--- config.mk ---
export PLATFORM = sky130hd
export DESIGN_NAME = program_stream_demux
export DESIGN_NICKNAME = d
export VERILOG_FILES = /design/src/sv/psd_pkg.sv /design/src/sv/psd_in_stage.sv /design/src/sv/psd_parser.sv /design/src/sv/psd_out_stage.sv /design/src/sv/program_stream_demux.sv
export SDC_FILE = /design/constraint.sdc
export NUM_CORES = 1
export LEC_CHECK = 0
export ABC_AREA = 1
export BUFFER_PORTS_ARGS = -buffer_cell sky130_fd_sc_hd__buf_2
export CORE_UTILIZATION = 50
export DETAILED_ROUTE_END_ITERATION = 8
export PLACE_DENSITY = 0.68
export SLEW_MARGIN = 25
export SYNTH_ARGS = -nofsm -noshare
export SYNTH_HDL_FRONTEND = slang
export SYNTH_SLANG_ARGS = --single-unit
--- constraint.sdc ---
create_clock -name clk -period 9.2 [get_ports clk]
set_clock_uncertainty 0.1 [all_clocks]
set_input_delay 1.84 -clock clk [delete_from_list [all_inputs] [get_ports clk]]
set_output_delay 1.84 -clock clk [all_outputs]
set_load 0.005 [all_outputs]
--- src/sv/psd_pkg.sv ---
package psd_pkg;

  typedef enum logic [3:0] {
    PH_START      = 4'd0,
    PH_LEN        = 4'd1,
    PH_PACK_FIX   = 4'd2,
    PH_PACK_STUFF = 4'd3,
    PH_SKIP       = 4'd4,
    PH_PES_FLAGS  = 4'd5,
    PH_PES_HLEN   = 4'd6,
    PH_PES_HSKIP  = 4'd7,
    PH_SUBID      = 4'd8,
    PH_PAYLOAD    = 4'd9
  } phase_t;

  typedef enum logic [1:0] {
    KIND_VIDEO   = 2'd0,
    KIND_AUDIO   = 2'd1,
    KIND_PRIVATE = 2'd2
  } kind_t;

  typedef enum logic [2:0] {
    EV_PAYLOAD   = 3'd0,
    EV_END       = 3'd1,
    EV_UNKNOWN   = 3'd2,
    EV_SUBSTREAM = 3'd3,
    EV_BADLEN    = 3'd4
  } event_t;

  typedef struct packed {
    logic       valid;
    event_t     event_code;
    logic [7:0] payload_byte;
    logic       stream_tag;
    logic       packet_last;
  } result_t;

  localparam logic [31:0] SC_PROGRAM_END = 32'h0000_01B9;
  localparam logic [31:0] SC_PACK        = 32'h0000_01BA;
  localparam logic [31:0] SC_SYSTEM      = 32'h0000_01BB;
  localparam logic [31:0] SC_PADDING     = 32'h0000_01BE;
  localparam logic [31:0] SC_VIDEO_FIRST = 32'h0000_01E0;
  localparam logic [31:0] SC_VIDEO_LAST  = 32'h0000_01EF;
  localparam logic [31:0] SC_PRIVATE     = 32'h0000_01BD;
  localparam logic [31:0] AUDIO_ID_RESET = 32'hFFA0_0000;

  localparam logic [15:0] START_CODE_BYTES = 16'd4;
  localparam logic [15:0] LENGTH_BYTES     = 16'd2;
  localparam logic [15:0] SUBID_BYTES      = 16'd4;
  localparam logic [15:0] PACK_FIX_BYTES   = 16'd7;
  localparam logic [15:0] PES_FLAG_BYTES   = 16'd2;
  localparam logic [15:0] PES_MIN_EXTRA    = 16'd3;
  localparam logic [16:0] VIDEO_NEED_EXTRA = 17'd3;
  localparam logic [16:0] PRIV_NEED_EXTRA  = 17'd7;

endpackage

--- src/sv/psd_in_stage.sv ---
module psd_in_stage (
  input  logic       clk,
  input  logic       rst_n,
  input  logic       in_valid,
  output logic       in_ready,
  input  logic [7:0] in_stream_byte,
  input  logic       advance,
  output logic       byte_valid,
  output logic [7:0] byte_data
);

  logic       valid_r;
  logic       valid_nxt;
  logic [7:0] byte_r;

  assign in_ready   = !valid_r || advance;
  assign valid_nxt  = (in_valid && in_ready) || (valid_r && !advance);
  assign byte_valid = valid_r;
  assign byte_data  = byte_r;

  always_ff @(posedge clk) begin
    if (!rst_n) begin
      valid_r <= 1'b0;
    end else begin
      valid_r <= valid_nxt;
    end
  end

  always_ff @(posedge clk) begin
    if (in_valid && in_ready) begin
      byte_r <= in_stream_byte;
    end
  end

endmodule

--- src/sv/psd_parser.sv ---
module psd_parser (
  input  logic             clk,
  input  logic             rst_n,
  input  logic             step_en,
  input  logic [7:0]       stream_byte,
  input  logic [31:0]      audio_id,
  output psd_pkg::result_t res
);

  psd_pkg::phase_t phase_r;
  psd_pkg::phase_t phase_nxt;
  psd_pkg::kind_t  kind_r;
  psd_pkg::kind_t  kind_nxt;
  logic [15:0]     cnt_r;
  logic [15:0]     cnt_nxt;
  logic [31:0]     hw_r;
  logic [31:0]     hw_nxt;
  logic [15:0]     len_r;
  logic [15:0]     len_nxt;
  logic            halted_r;
  logic            halted_nxt;

  logic [15:0] cnt_inc;
  logic [15:0] cnt_dec;
  logic [31:0] hw_shift;
  logic [15:0] len_shift;
  logic [15:0] len_dec;
  logic [15:0] len_hdr;
  logic [15:0] len_sub;
  logic [16:0] hlen_need;
  logic        hlen_short;
  logic        id_known;
  logic        start_done;
  logic        len_done;
  logic        subid_done;

  assign cnt_inc    = cnt_r + 16'd1;
  assign cnt_dec    = (cnt_r == 16'd0) ? 16'd0 : cnt_r - 16'd1;
  assign hw_shift   = {hw_r[23:0], stream_byte};
  assign len_shift  = {len_r[7:0], stream_byte};
  assign len_dec    = (len_r == 16'd0) ? 16'd0 : len_r - 16'd1;
  assign len_hdr    = len_r - {8'd0, stream_byte} - psd_pkg::PES_MIN_EXTRA;
  assign len_sub    = len_r - psd_pkg::SUBID_BYTES;
  assign hlen_need  = {9'd0, stream_byte} + ((kind_r == psd_pkg::KIND_PRIVATE) ?
                      psd_pkg::PRIV_NEED_EXTRA : psd_pkg::VIDEO_NEED_EXTRA);
  assign hlen_short = {1'b0, len_r} < hlen_need;
  assign start_done = cnt_inc >= psd_pkg::START_CODE_BYTES;
  assign len_done   = cnt_inc >= psd_pkg::LENGTH_BYTES;
  assign subid_done = cnt_inc >= psd_pkg::SUBID_BYTES;
  assign id_known   = (hw_r == psd_pkg::SC_PACK) || (hw_r == psd_pkg::SC_SYSTEM) ||
                      (hw_r == psd_pkg::SC_PADDING) || (hw_r == psd_pkg::SC_PRIVATE) ||
                      ((hw_r >= psd_pkg::SC_VIDEO_FIRST) && (hw_r <= psd_pkg::SC_VIDEO_LAST));

  always_comb begin
    phase_nxt  = phase_r;
    kind_nxt   = kind_r;
    cnt_nxt    = cnt_r;
    hw_nxt     = hw_r;
    len_nxt    = len_r;
    halted_nxt = halted_r;
    if (!halted_r) begin
      case (phase_r)
        psd_pkg::PH_START: begin
          hw_nxt  = hw_shift;
          cnt_nxt = cnt_inc;
          if (start_done) begin
            cnt_nxt = 16'd0;
            if (hw_shift == psd_pkg::SC_PROGRAM_END) begin
              halted_nxt = 1'b1;
            end else begin
              len_nxt   = 16'd0;
              phase_nxt = psd_pkg::PH_LEN;
            end
          end
        end
        psd_pkg::PH_LEN: begin
          len_nxt = len_shift;
          cnt_nxt = cnt_inc;
          if (len_done) begin
            cnt_nxt = 16'd0;
            if (hw_r == psd_pkg::SC_PACK) begin
              cnt_nxt   = psd_pkg::PACK_FIX_BYTES;
              phase_nxt = psd_pkg::PH_PACK_FIX;
            end else if ((hw_r == psd_pkg::SC_SYSTEM) || (hw_r == psd_pkg::SC_PADDING)) begin
              cnt_nxt   = len_shift;
              phase_nxt = (len_shift == 16'd0) ? psd_pkg::PH_START : psd_pkg::PH_SKIP;
            end else if ((hw_r >= psd_pkg::SC_VIDEO_FIRST) &&
                         (hw_r <= psd_pkg::SC_VIDEO_LAST)) begin
              kind_nxt  = psd_pkg::KIND_VIDEO;
              cnt_nxt   = psd_pkg::PES_FLAG_BYTES;
              phase_nxt = psd_pkg::PH_PES_FLAGS;
            end else if (hw_r == psd_pkg::SC_PRIVATE) begin
              kind_nxt  = psd_pkg::KIND_PRIVATE;
              cnt_nxt   = psd_pkg::PES_FLAG_BYTES;
              phase_nxt = psd_pkg::PH_PES_FLAGS;
            end else begin
              halted_nxt = 1'b1;
            end
          end
        end
        psd_pkg::PH_PACK_FIX: begin
          cnt_nxt = cnt_dec;
          if (cnt_dec == 16'd0) begin
            phase_nxt = psd_pkg::PH_PACK_STUFF;
          end
        end
        psd_pkg::PH_PACK_STUFF: begin
          cnt_nxt   = {13'd0, stream_byte[2:0]};
          phase_nxt = (stream_byte[2:0] == 3'd0) ? psd_pkg::PH_START : psd_pkg::PH_SKIP;
        end
        psd_pkg::PH_SKIP: begin
          cnt_nxt = cnt_dec;
          if (cnt_dec == 16'd0) begin
            phase_nxt = psd_pkg::PH_START;
          end
        end
        psd_pkg::PH_PES_FLAGS: begin
          cnt_nxt = cnt_dec;
          if (cnt_dec == 16'd0) begin
            phase_nxt = psd_pkg::PH_PES_HLEN;
          end
        end
        psd_pkg::PH_PES_HLEN: begin
          if (hlen_short) begin
            halted_nxt = 1'b1;
          end else begin
            len_nxt = len_hdr;
            if (stream_byte != 8'd0) begin
              cnt_nxt   = {8'd0, stream_byte};
              phase_nxt = psd_pkg::PH_PES_HSKIP;
            end else if (kind_r == psd_pkg::KIND_PRIVATE) begin
              cnt_nxt   = 16'd0;
              hw_nxt    = 32'd0;
              phase_nxt = psd_pkg::PH_SUBID;
            end else begin
              cnt_nxt   = 16'd0;
              phase_nxt = (len_hdr == 16'd0) ? psd_pkg::PH_START : psd_pkg::PH_PAYLOAD;
            end
          end
        end
        psd_pkg::PH_PES_HSKIP: begin
          cnt_nxt = cnt_dec;
          if (cnt_dec == 16'd0) begin
            if (kind_r == psd_pkg::KIND_PRIVATE) begin
              hw_nxt    = 32'd0;
              phase_nxt = psd_pkg::PH_SUBID;
            end else begin
              phase_nxt = (len_r == 16'd0) ? psd_pkg::PH_START : psd_pkg::PH_PAYLOAD;
            end
          end
        end
        psd_pkg::PH_SUBID: begin
          hw_nxt  = hw_shift;
          cnt_nxt = cnt_inc;
          if (subid_done) begin
            if (hw_shift != audio_id) begin
              halted_nxt = 1'b1;
            end else begin
              kind_nxt  = psd_pkg::KIND_AUDIO;
              len_nxt   = len_sub;
              cnt_nxt   = 16'd0;
              phase_nxt = (len_sub == 16'd0) ? psd_pkg::PH_START : psd_pkg::PH_PAYLOAD;
            end
          end
        end
        psd_pkg::PH_PAYLOAD: begin
          len_nxt = len_dec;
          if (len_dec == 16'd0) begin
            phase_nxt = psd_pkg::PH_START;
          end
        end
        default: begin
          phase_nxt = psd_pkg::PH_START;
          cnt_nxt   = 16'd0;
          hw_nxt    = 32'd0;
        end
      endcase
    end
  end

  always_comb begin
    res = '{valid: 1'b0, event_code: psd_pkg::EV_PAYLOAD, payload_byte: 8'd0,
            stream_tag: 1'b0, packet_last: 1'b0};
    if (!halted_r) begin
      case (phase_r)
        psd_pkg::PH_START: begin
          if (start_done && (hw_shift == psd_pkg::SC_PROGRAM_END)) begin
            res.valid      = 1'b1;
            res.event_code = psd_pkg::EV_END;
          end
        end
        psd_pkg::PH_LEN: begin
          if (len_done && !id_known) begin
            res.valid      = 1'b1;
            res.event_code = psd_pkg::EV_UNKNOWN;
          end
        end
        psd_pkg::PH_PES_HLEN: begin
          if (hlen_short) begin
            res.valid      = 1'b1;
            res.event_code = psd_pkg::EV_BADLEN;
          end
        end
        psd_pkg::PH_SUBID: begin
          if (subid_done && (hw_shift != audio_id)) begin
            res.valid      = 1'b1;
            res.event_code = psd_pkg::EV_SUBSTREAM;
          end
        end
        psd_pkg::PH_PAYLOAD: begin
          res.valid        = 1'b1;
          res.payload_byte = stream_byte;
          res.stream_tag   = (kind_r == psd_pkg::KIND_AUDIO);
          res.packet_last  = (len_dec == 16'd0);
        end
        default: begin
          res.valid = 1'b0;
        end
      endcase
    end
  end

  always_ff @(posedge clk) begin
    if (!rst_n) begin
      phase_r  <= psd_pkg::PH_START;
      kind_r   <= psd_pkg::KIND_VIDEO;
      cnt_r    <= 16'd0;
      hw_r     <= 32'd0;
      len_r    <= 16'd0;
      halted_r <= 1'b0;
    end else if (step_en) begin
      phase_r  <= phase_nxt;
      kind_r   <= kind_nxt;
      cnt_r    <= cnt_nxt;
      hw_r     <= hw_nxt;
      len_r    <= len_nxt;
      halted_r <= halted_nxt;
    end
  end

endmodule

--- src/sv/psd_out_stage.sv ---
module psd_out_stage (
  input  logic             clk,
  input  logic             rst_n,
  input  logic             load,
  input  psd_pkg::result_t res,
  output logic             busy,
  output logic             out_valid,
  input  logic             out_ready,
  output logic [2:0]       out_event_code,
  output logic [7:0]       out_payload_byte,
  output logic             out_stream_tag,
  output logic             out_packet_last
);

  logic             valid_r;
  logic             valid_nxt;
  psd_pkg::result_t res_r;

  assign valid_nxt        = load || (valid_r && !out_ready);
  assign busy             = valid_r && !out_ready;
  assign out_valid        = valid_r;
  assign out_event_code   = res_r.event_code;
  assign out_payload_byte = res_r.payload_byte;
  assign out_stream_tag   = res_r.stream_tag;
  assign out_packet_last  = res_r.packet_last;

  always_ff @(posedge clk) begin
    if (!rst_n) begin
      valid_r <= 1'b0;
    end else begin
      valid_r <= valid_nxt;
    end
  end

  always_ff @(posedge clk) begin
    if (load) begin
      res_r <= res;
    end
  end

endmodule

--- src/sv/program_stream_demux.sv ---
// Channel  Direction  Handshake            Payload
// in       input      in_valid/in_ready    in_stream_byte
// out      output     out_valid/out_ready  out_event_code, out_payload_byte,
//                                          out_stream_tag, out_packet_last
// cfg      input      cfg_valid/cfg_ready  cfg_audio_substream_id
//
// One byte is parsed per cycle from the input register, except while a byte with a result waits on a stalled output.
// A result appears at the output register the cycle after the byte is parsed.
// A byte that gives no result is parsed even while the output register is stalled.
// Reset is synchronous and active low; it returns the parser to awaiting a start code.
module program_stream_demux (
  input  logic        clk,
  input  logic        rst_n,
  input  logic        in_valid,
  output logic        in_ready,
  input  logic [7:0]  in_stream_byte,
  output logic        out_valid,
  input  logic        out_ready,
  output logic [2:0]  out_event_code,
  output logic [7:0]  out_payload_byte,
  output logic        out_stream_tag,
  output logic        out_packet_last,
  input  logic        cfg_valid,
  output logic        cfg_ready,
  input  logic [31:0] cfg_audio_substream_id
);

  logic [31:0]      audio_id_r;
  logic             byte_valid;
  logic [7:0]       byte_data;
  logic             advance;
  logic             out_busy;
  psd_pkg::result_t res;

  assign cfg_ready = 1'b1;
  assign advance   = byte_valid && (!out_busy || !res.valid);

  always_ff @(posedge clk) begin
    if (!rst_n) begin
      audio_id_r <= psd_pkg::AUDIO_ID_RESET;
    end else if (cfg_valid && cfg_ready) begin
      audio_id_r <= cfg_audio_substream_id;
    end
  end

  psd_in_stage u_in (
    .clk            (clk),
    .rst_n          (rst_n),
    .in_valid       (in_valid),
    .in_ready       (in_ready),
    .in_stream_byte (in_stream_byte),
    .advance        (advance),
    .byte_valid     (byte_valid),
    .byte_data      (byte_data)
  );

  psd_parser u_parser (
    .clk         (clk),
    .rst_n       (rst_n),
    .step_en     (advance),
    .stream_byte (byte_data),
    .audio_id    (audio_id_r),
    .res         (res)
  );

  psd_out_stage u_out (
    .clk              (clk),
    .rst_n            (rst_n),
    .load             (advance && res.valid),
    .res              (res),
    .busy             (out_busy),
    .out_valid        (out_valid),
    .out_ready        (out_ready),
    .out_event_code   (out_event_code),
    .out_payload_byte (out_payload_byte),
    .out_stream_tag   (out_stream_tag),
    .out_packet_last  (out_packet_last)
  );

endmodule

==> results of run 1 <==
cells by family after synthesis:
| family | share of synthesized area (%) |
|---|---|
| AND/OR/NAND/NOR | 40.2 |
| buffers and inverters | 9.59 |
| AO/OA/AOI/OAI | 11.7 |
| flip-flops | 28.4 |
| XOR/XNOR | 5.46 |
| adder cells (fa/ha/maj) | 4.63 |
| other | 0.0390 |
area by class of cell:
type	instances	area, um2
fillers	1938	8160
multi-input cells	1194	5970
flip-flops and latches	126	2730
inverters	175	657
clock buffers	18	450
repair buffers	65	340
well taps	234	293
clock inverters	14	160
path summary, 6_finish.rpt:
kind	from	end	slack, ns	cells past startpoint
hold / removal	audio_id_r[14]	audio_id_r[14]	0.38	2
hold reg to reg	audio_id_r[14]	audio_id_r[14]	0.38	2
setup reg to reg	u_in.byte_data[1]	u_parser.hw_r[14]	4.95	16
setup / recovery	u_in.byte_data[1]	in_ready	3.62	16
state kept, by name, summed over array words and instances, names as in the netlist:
name / count
u_parser.cnt_r: 16
u_out.out_payload_byte: 8
u_out.out_valid: 1
u_parser.halted_r: 1
u_parser.kind_r: 2
u_in.byte_data: 8
u_parser.phase_r: 4
u_parser.hw_r: 32
audio_id_r: 32
u_in.byte_valid: 1
u_out.out_packet_last: 1
u_out.out_stream_tag: 1
u_parser.len_r: 16
u_out.out_event_code: 3
critical path: cells and delay by family, from the launching register on:
family | cells | cell delay [ns]
AOI/OAI and AO/OA | 3 | 0.54
adders and majority gates | 2 | 0.58
DFF | 1 | 0.42
and+or+nand+nor | 8 | 1.22
buffers and inverters | 3 | 0.43
through the flow:
stage | worst slack [ns] | area (um2)
floorplan | 4.74 | 9630
global placement | 4.33 | 10000
detailed placement | 4.16 | 10000
CTS | 3.64 | 10600
global route | 3.31 | 10600
finish | 3.62 | 10600
where the power goes:
group          internal [uW]  total [uW]  switching (uW)
registers                599         656            56.8
clock network            382         711             329
logic                    197         612             415
synth_stat cells (2+ instances only):
master	number
nor3_1	24
o21ai_1	3
a221o_1	2
nor2_4	2
o2111ai_1	8
nand4_2	2
ha_1	34
buf_2	15
o21ai_0	62
o211ai_1	5
buf_6	2
o22ai_1	9
xor2_1	29
clkinv_1	2
inv_2	5
nand3b_1	2
edfxtp_1	21
a211o_1	2
nand4_1	30
clkbuf_1	39
nor2_1	291
nand3_1	122
a21o_1	2
xnor2_1	31
o21bai_1	22
nand3_2	3
buf_4	3
a21oi_1	60
or2_2	5
inv_1	168
nand2_1	400
nor4_1	7
a31oi_1	5
dfxtp_1	105
nand2_2	3
o221ai_1	3
nand4_4	3
a221oi_1	2
nor2_2	9
per-layer routing:
metal  vias up  global-route usage, %
met5         -                      0
met4         0                   16.2
met3       105                   3.67
met2       382                   54.9
met1      4563                   41.4
li1       5070                      -
==> results.cfg, run 1 <==
[detailed_routing]
met3_length_um = 1680
first_iter_violations = 767
wl_per_cell_um = 17.1
dr.pass1.iters = 6
num_vias = 10100
ant_nets = 0
wl_met2_um = 14600
wl_met1_um = 13500
route.top_layer_used = met4
routed_via_density = 5.54
post-route-drc-count = 0
drt_wl_total_um = 31300

[synthesis]
ys_seq_area_share_pct = 28.4
synth_top_flop_cell = dfxtp_1
synth_top_area_share_pct = 21.8
synth_fp_nets = 1634
synth_area_leader_cell = dfxtp_1
ys_ff_latch = 126
synth_cell_types = 51
async_flop_share_pct = 0
synth_area_um2 = 9630
synth_warnings = 0
ys_top_cells_by_area = dfxtp_1 22%, nand2_1 16%, nor2_1 11%, edfxtp_1 6.6%, inv_1 6.6%
syn_inst = 1554
syn_avg_cell_area_um2 = 6.19
synth_edf_count = 21

[floorplanning]
ios = 61
rows = 50
die_w_um = 141
core-area_um2 = 18800
start_util_pct = 51.3
die_h_um = 141
dieArea_um2 = 19800

[clock_tree]
cts_buffers = 17
cts_sinks = 126
cts_root_buffer = clkbuf_16
clkLatencyLatePin_ns = 0.43
cts_tree = yes
cts_hold_buffers = 0
htree_num_levels = 4
clock_path_buffers = 2
clk_pin_slew_ns = 0.07
cts_setup_buffers = 0
cts_resized = 0

[layout]
final_util_pct = 56.5
synthToLayoutAreaGrowth_pct = 10.2
most-common-layout-cells = 400 x nand2_1, 290 x nor2_1, 168 x inv_1
drive_gt1_share_pct = 8.35
diodes = 0
fin_nets = 1659
final_common_cell = nand2_1
instances_no_fill = 1826

[global_routing]
grt_max_degree = 79
grt_pass1_wl_um = 50300
grt.total_usage_pct = 32.6
antenna_found_initial = 0
grt_overflow = 0
grt_pass1_vias = 9658

[worst_setup_path]
slowest_stage = nor4_1
worstSetupStartpointType = register
cp-end-kind = output pin
arrival_ns = 3.64
critPathMostFrequentCell = a21oi_1
cp_cell_sequence = inv_1 -> ha_1 -> inv_1 -> nand3_1 -> a21oi_1 -> nand2_1 -> nor2_1 -> nand3_1 -> ha_1 -> a21oi_1 -> nand2_1 -> nor4_1 -> a21oi_1 -> nand3_2 -> nand4_1 -> buf_2
critPathKind = register to output pin
worst_ep_required_time_ns = 7.26
crit_fanout = 7
crit_path_max_incr_delay_ns = 0.46

[power_and_ir_drop]
power.leakage_uw = 0.00514
ir_drop_uv = 169
p_per_area_nw_per_um2 = 187
total_power_uw = 1980

[run_status]
status = finished clean

[timing]
hold_viol_final = 0
worst_slew_pin_slew_ns = 1.04
period_share_pct = 60.7
maxSlewViolCount = 0
relSlewSlack_pct = 30.5
rsz0062_at_grt = false
finalSetupViolCount = 0
max_freq_mhz = 179
holdWs_ns = 0.379
fin_crit_ns = 5.58
timing.setup.tns_ns = 0

[placement]
hpwl_um = 23200
portBuffers = 59
gp_congestion = 0.972
dp_cells = 1794

[run]
cap_violations = 0

[worst_hold_path]
hold_class = register to register
(Power assumes the default switching activity.)
==> inputs of run 2 (changes only) <==
==> constraint.sdc (replaced) <==
create_clock -name clk -period 5.7 [get_ports clk]
set_clock_uncertainty 0.1 [all_clocks]
set_input_delay 1.14 -clock clk [delete_from_list [all_inputs] [get_ports clk]]
set_output_delay 1.14 -clock clk [all_outputs]
set_load 0.005 [all_outputs]
==> results.cfg, run 2 (same netlist as run 1, synthesis figures left out) <==
[power_and_ir_drop]
power.leakage_uw = 0.00516
ir_drop_uv = 260
p_per_area_nw_per_um2 = 305

[worst_hold_path]
hold_class = register to register
hold_start = audio_id_r[21]
min_to = audio_id_r[21]
hold_depth = 2

[clock_tree]
clock_path_buffers = 2
cts_root_buffer = clkbuf_16
cts_hold_buffers = 0
cts_tree = yes
htree_num_levels = 4
clk_pin_slew_ns = 0.06
cts_setup_buffers = 0
cts_sinks = 126
clkLatencyLatePin_ns = 0.43
cts_resized = 0
cts_buffers = 17

[layout]
drive_gt1_share_pct = 8.35
final_common_cell = nand2_1
top_regs = audio_id_r x32, u_parser.hw_r x32
diodes = 0
synthToLayoutAreaGrowth_pct = 10.5
n_fill_cell = 1905
multi_input_area_um2 = 5970
most-common-layout-cells = 400 x nand2_1, 290 x nor2_1, 168 x inv_1
seq_area_um2 = 2730
fin_nets = 1659

[floorplanning]
die_h_um = 141
start_util_pct = 51.3
core-area_um2 = 18800
rows = 50
die_w_um = 141
ios = 61
dieArea_um2 = 19800

[placement]
portBuffers = 59
hpwl_um = 22700
gp_congestion = 0.991

[global_routing]
grt_pass1_wl_um = 49200
antenna_found_initial = 0
grt_overflow = 0
grt_max_degree = 78
grt.total_usage_pct = 32.0
grt_pass1_vias = 9443

[timing]
maxSlewViolCount = 0
finalSetupViolCount = 0
worst_slew_pin_slew_ns = 1.08
holdWs_ns = 0.377
timing.setup.tns_ns = 0
max_freq_mhz = 207
period_share_pct = 84.6
rsz0062_at_grt = false
hold_viol_final = 0
relSlewSlack_pct = 27.8
fin_crit_ns = 4.82

[detailed_routing]
num_vias = 10100
dr.pass1.iters = 6
routed_via_density = 5.56
first_iter_violations = 759
ant_nets = 0
wl_per_cell_um = 16.9
drt_wl_total_um = 30800
post-route-drc-count = 0

[worst_setup_path]
crit_fanout = 7
startpoint = u_in.byte_data[1]
critPathKind = register to output pin
worst_ep_required_time_ns = 4.46
cp-end-kind = output pin
rrSetupSlack_ns = 1.52
worstSetupStartpointType = register
reg2reg_from = u_in.byte_data[1]
arrival_ns = 3.58
r2r_end = u_parser.cnt_r[11]
r2r_cells = 18

[run_status]
status = finished clean

[run]
cap_violations = 0
[run 2: power by group]
| part | total (uW) | internal [uW] | switching [uW] |
|---|---|---|---|
| Combinational | 977 | 317 | 661 |
| Sequential | 1060 | 967 | 94.4 |
| Clock | 1210 | 699 | 508 |
| Total | 3250 | 1980 | 1260 |
[run 2: final cells by class]
cell class | instances | area share [%]
multi-input combinational | 1194 | 56.2
sequential | 126 | 25.7
inverter | 175 | 6.18
clock buffer | 18 | 4.24
timing repair buffer | 65 | 3.20
tap | 234 | 2.75
clock inverter | 14 | 1.76
[run 2: critical path, stage by stage (launching register included)]
cell	delay, ns
edfxtp_1	0.44
inv_1	0.20
ha_1	0.26
inv_1	0.07
nand3_1	0.09
a21oi_1	0.22
nand2_1	0.07
nor2_1	0.16
nand3_1	0.10
ha_1	0.32
a21oi_1	0.15
nand2_1	0.07
nor4_1	0.40
a21oi_1	0.16
nand3_2	0.16
nand4_1	0.13
buf_2	0.17
[run 2: stage by stage]
stage	cells	power, uW	utilization (%)	worst slack [ns]	instance area (um2)
3_3_place_gp	1794	2030	53.3	1.51	10000
4_1_cts	1826	3240	56.7	0.854	10600
3_5_place_dp	1794	2030	53.3	1.33	10000
2_1_floorplan	1554	1780	-	1.94	9630
5_1_grt	1826	3420	56.7	0.541	10600
6_report	1826	3250	56.7	0.877	10600
[run 2: metal layers]
layer  vias to the layer above  share of wire (%)  track usage (%)
met5                         -                  0                0
met4                         0                4.0             15.6
li1                       5068                  -                -
met2                       360                 46             54.0
met1                      4632                 44             39.9
met3                        85                6.2             4.86
[run 2: worst max-delay path by stage]
| stage | end | slack [ns] |
|---|---|---|
| 2_1_floorplan | in_ready | 1.94 |
| 3_3_place_gp | in_ready | 1.51 |
| 3_5_place_dp | in_ready | 1.33 |
| 4_1_cts | in_ready | 0.85 |
| 5_1_grt | in_ready | 0.54 |
| 6_report | in_ready | 0.88 |
==> inputs of run 3 (changes only) <==
--- a/config.mk
+++ b/config.mk
@@ -9,7 +9,7 @@
 export BUFFER_PORTS_ARGS = -buffer_cell sky130_fd_sc_hd__buf_2
 export CORE_UTILIZATION = 50
 export DETAILED_ROUTE_END_ITERATION = 8
-export PLACE_DENSITY = 0.68
+export PLACE_DENSITY = 0.7
 export SLEW_MARGIN = 25
 export SYNTH_ARGS = -nofsm -noshare
 export SYNTH_HDL_FRONTEND = slang
==> constraint.sdc (replaced) <==
create_clock -name clk -period 4 [get_ports clk]
set_clock_uncertainty 0.1 [all_clocks]
set_input_delay 0.8 -clock clk [delete_from_list [all_inputs] [get_ports clk]]
set_output_delay 0.8 -clock clk [all_outputs]
set_load 0.005 [all_outputs]
==> results.cfg, run 3 (same netlist as run 1, synthesis figures left out) <==
[layout]
synthToLayoutAreaGrowth_pct = 12.9
final_util_pct = 57.9
most-common-layout-cells = 396 x nand2_1, 289 x nor2_1, 168 x inv_1
fin_area_um2 = 10900
fin_nets = 1688
final_common_cell = nand2_1
diodes = 0
top_regs = audio_id_r x32, u_parser.hw_r x32
drive_gt1_share_pct = 10.9

[detailed_routing]
routed_via_density = 5.52
drt_wl_total_um = 30800
dr.pass1.iters = 7
num_vias = 10200
ant_nets = 0
wl_per_cell_um = 16.6
first_iter_violations = 843
post-route-drc-count = 0

[floorplanning]
start_util_pct = 51.3
dieArea_um2 = 19800
rows = 50
die_h_um = 141
core-area_um2 = 18800
die_w_um = 141
ios = 61

[run_status]
status = finished clean

[placement]
portBuffers = 59
hpwl_um = 22500
gp_congestion = 0.970
dpl_cell_area_um2 = 10200

[clock_tree]
cts_buffers = 17
cts_root_buffer = clkbuf_16
htree_num_levels = 4
clock_path_buffers = 2
cts_tree = yes
cts_sinks = 126
clk_pin_slew_ns = 0.07
clkLatencyLatePin_ns = 0.43

[worst_hold_path]
hold_class = register to register
hold_start = audio_id_r[28]

[run]
cap_violations = 0

[worst_setup_path]
cp_cell_sequence = inv_1 -> ha_2 -> inv_1 -> nand3_2 -> a21oi_2 -> nand2_1 -> nor2_2 -> buf_4 -> xor2_1 -> ha_1 -> nand2_1 -> inv_1 -> nand2_1 -> nand2_1 -> nand2_2 -> a21oi_2 -> nand3_2 -> nand4_1 -> buf_2
crit_end = in_ready
cp.depth = 19
arrival_ns = 2.99
cp-end-kind = output pin
cp_num_buf_inv = 5
critPathMostFrequentCell = nand2_1
startpoint = u_in.byte_data[0]
r2r_end = u_out.out_payload_byte[6]
crit_path_max_incr_delay_ns = 0.35
reg2reg_from = u_in.byte_data[0]
critPathKind = register to output pin
worstSetupStartpointType = register
worst_ep_required_time_ns = 3.10
r2r_cells = 22
path_delay_family = simple AND/OR/NAND/NOR gates
rrSetupSlack_ns = 0.35
slowest_stage = edfxtp_1
crit_fanout = 3

[timing]
holdWs_ns = 0.381
timing.setup.tns_ns = 0
worst_slew_pin_slew_ns = 1.09
fin_crit_ns = 3.89
period_share_pct = 97.2
maxSlewViolCount = 0
max_freq_mhz = 257
relSlewSlack_pct = 26.8
hold_viol_final = 0
finalSetupViolCount = 0

[global_routing]
grt.total_usage_pct = 32.2
antenna_found_initial = 0
grt_pass1_wl_um = 49700
grt_pass1_vias = 9627
grt_max_degree = 78
grt_overflow = 0

[power_and_ir_drop]
total_power_uw = 4530
ir_drop_uv = 286
power.leakage_uw = 0.00528
p_per_area_nw_per_um2 = 417
==> run 3: cell types whose count changed in the layout (fill, tap and decap cells not counted), moves of 3 or more <==
cell     before  now
a21oi_1      60   56
a21oi_2       0    4
buf_4         6   35
inv_8         6    2
nand2_1     400  396
nand2_2       3    6
==> run 3: cell type report <==
cell class                      count  area (um2)
Inverter                          175         657
Clock inverter                     14         151
Timing Repair Buffer               94         558
Multi-Input combinational cell   1194        6050
Tap cell                          234         293
Fill cell                        1887        7900
Clock buffer                       18         429
Sequential cell                   126        2730
==> run 3: per-layer routing <==
layer  track usage (%)  up-vias  wire length (um)
li1                  -     5123                 -
met1              41.4     4653             13600
met3              5.71       74              1960
met4              14.9        0               952
met5                 0        -                 0
met2              52.5      385             14300
==> run 3: metrics by stage <==
| stage | setup WS [ns] | cells |
|---|---|---|
| after floorplan | 0.581 | 1554 |
| after global placement | 0.316 | 1816 |
| after detailed placement | 0.124 | 1816 |
| after CTS | 0.00665 | 1853 |
| after global routing | -0.0401 | 1855 |
| final | 0.110 | 1855 |
==> run 3: tightest hold or removal path: stages (launching register included) <==
cell     delay, ns
dfxtp_1       0.35
nand2_1       0.06
nand3_1       0.05
==> run 3: power by group <==
| group | internal, uW | total, uW | switching (uW) |
|---|---|---|---|
| Clock | 880 | 1580 | 700 |
| Sequential | 1380 | 1490 | 115 |
| Combinational | 483 | 1460 | 978 |
==> run 3: repair_timing <==
| item | in CTS | in global routing |
|---|---|---|
| hold buffers | 0 | 0 |
| setup endpoints to repair | 1 | 1 |
| resized for setup | 12 | 5 |
| pin swaps | 5 | 5 |
| setup buffers | 5 | 2 |
==> run 3: worst min-delay path by stage <==
stage                           to  slack (ns)  depth (start not counted)
detailed placement  audio_id_r[21]        0.37                          2
global route        audio_id_r[21]        0.40                          2
finish              audio_id_r[28]        0.38                          2
CTS                 audio_id_r[14]        0.38                          2
global placement    audio_id_r[15]        0.36                          2
floorplan           audio_id_r[26]        0.34                          2
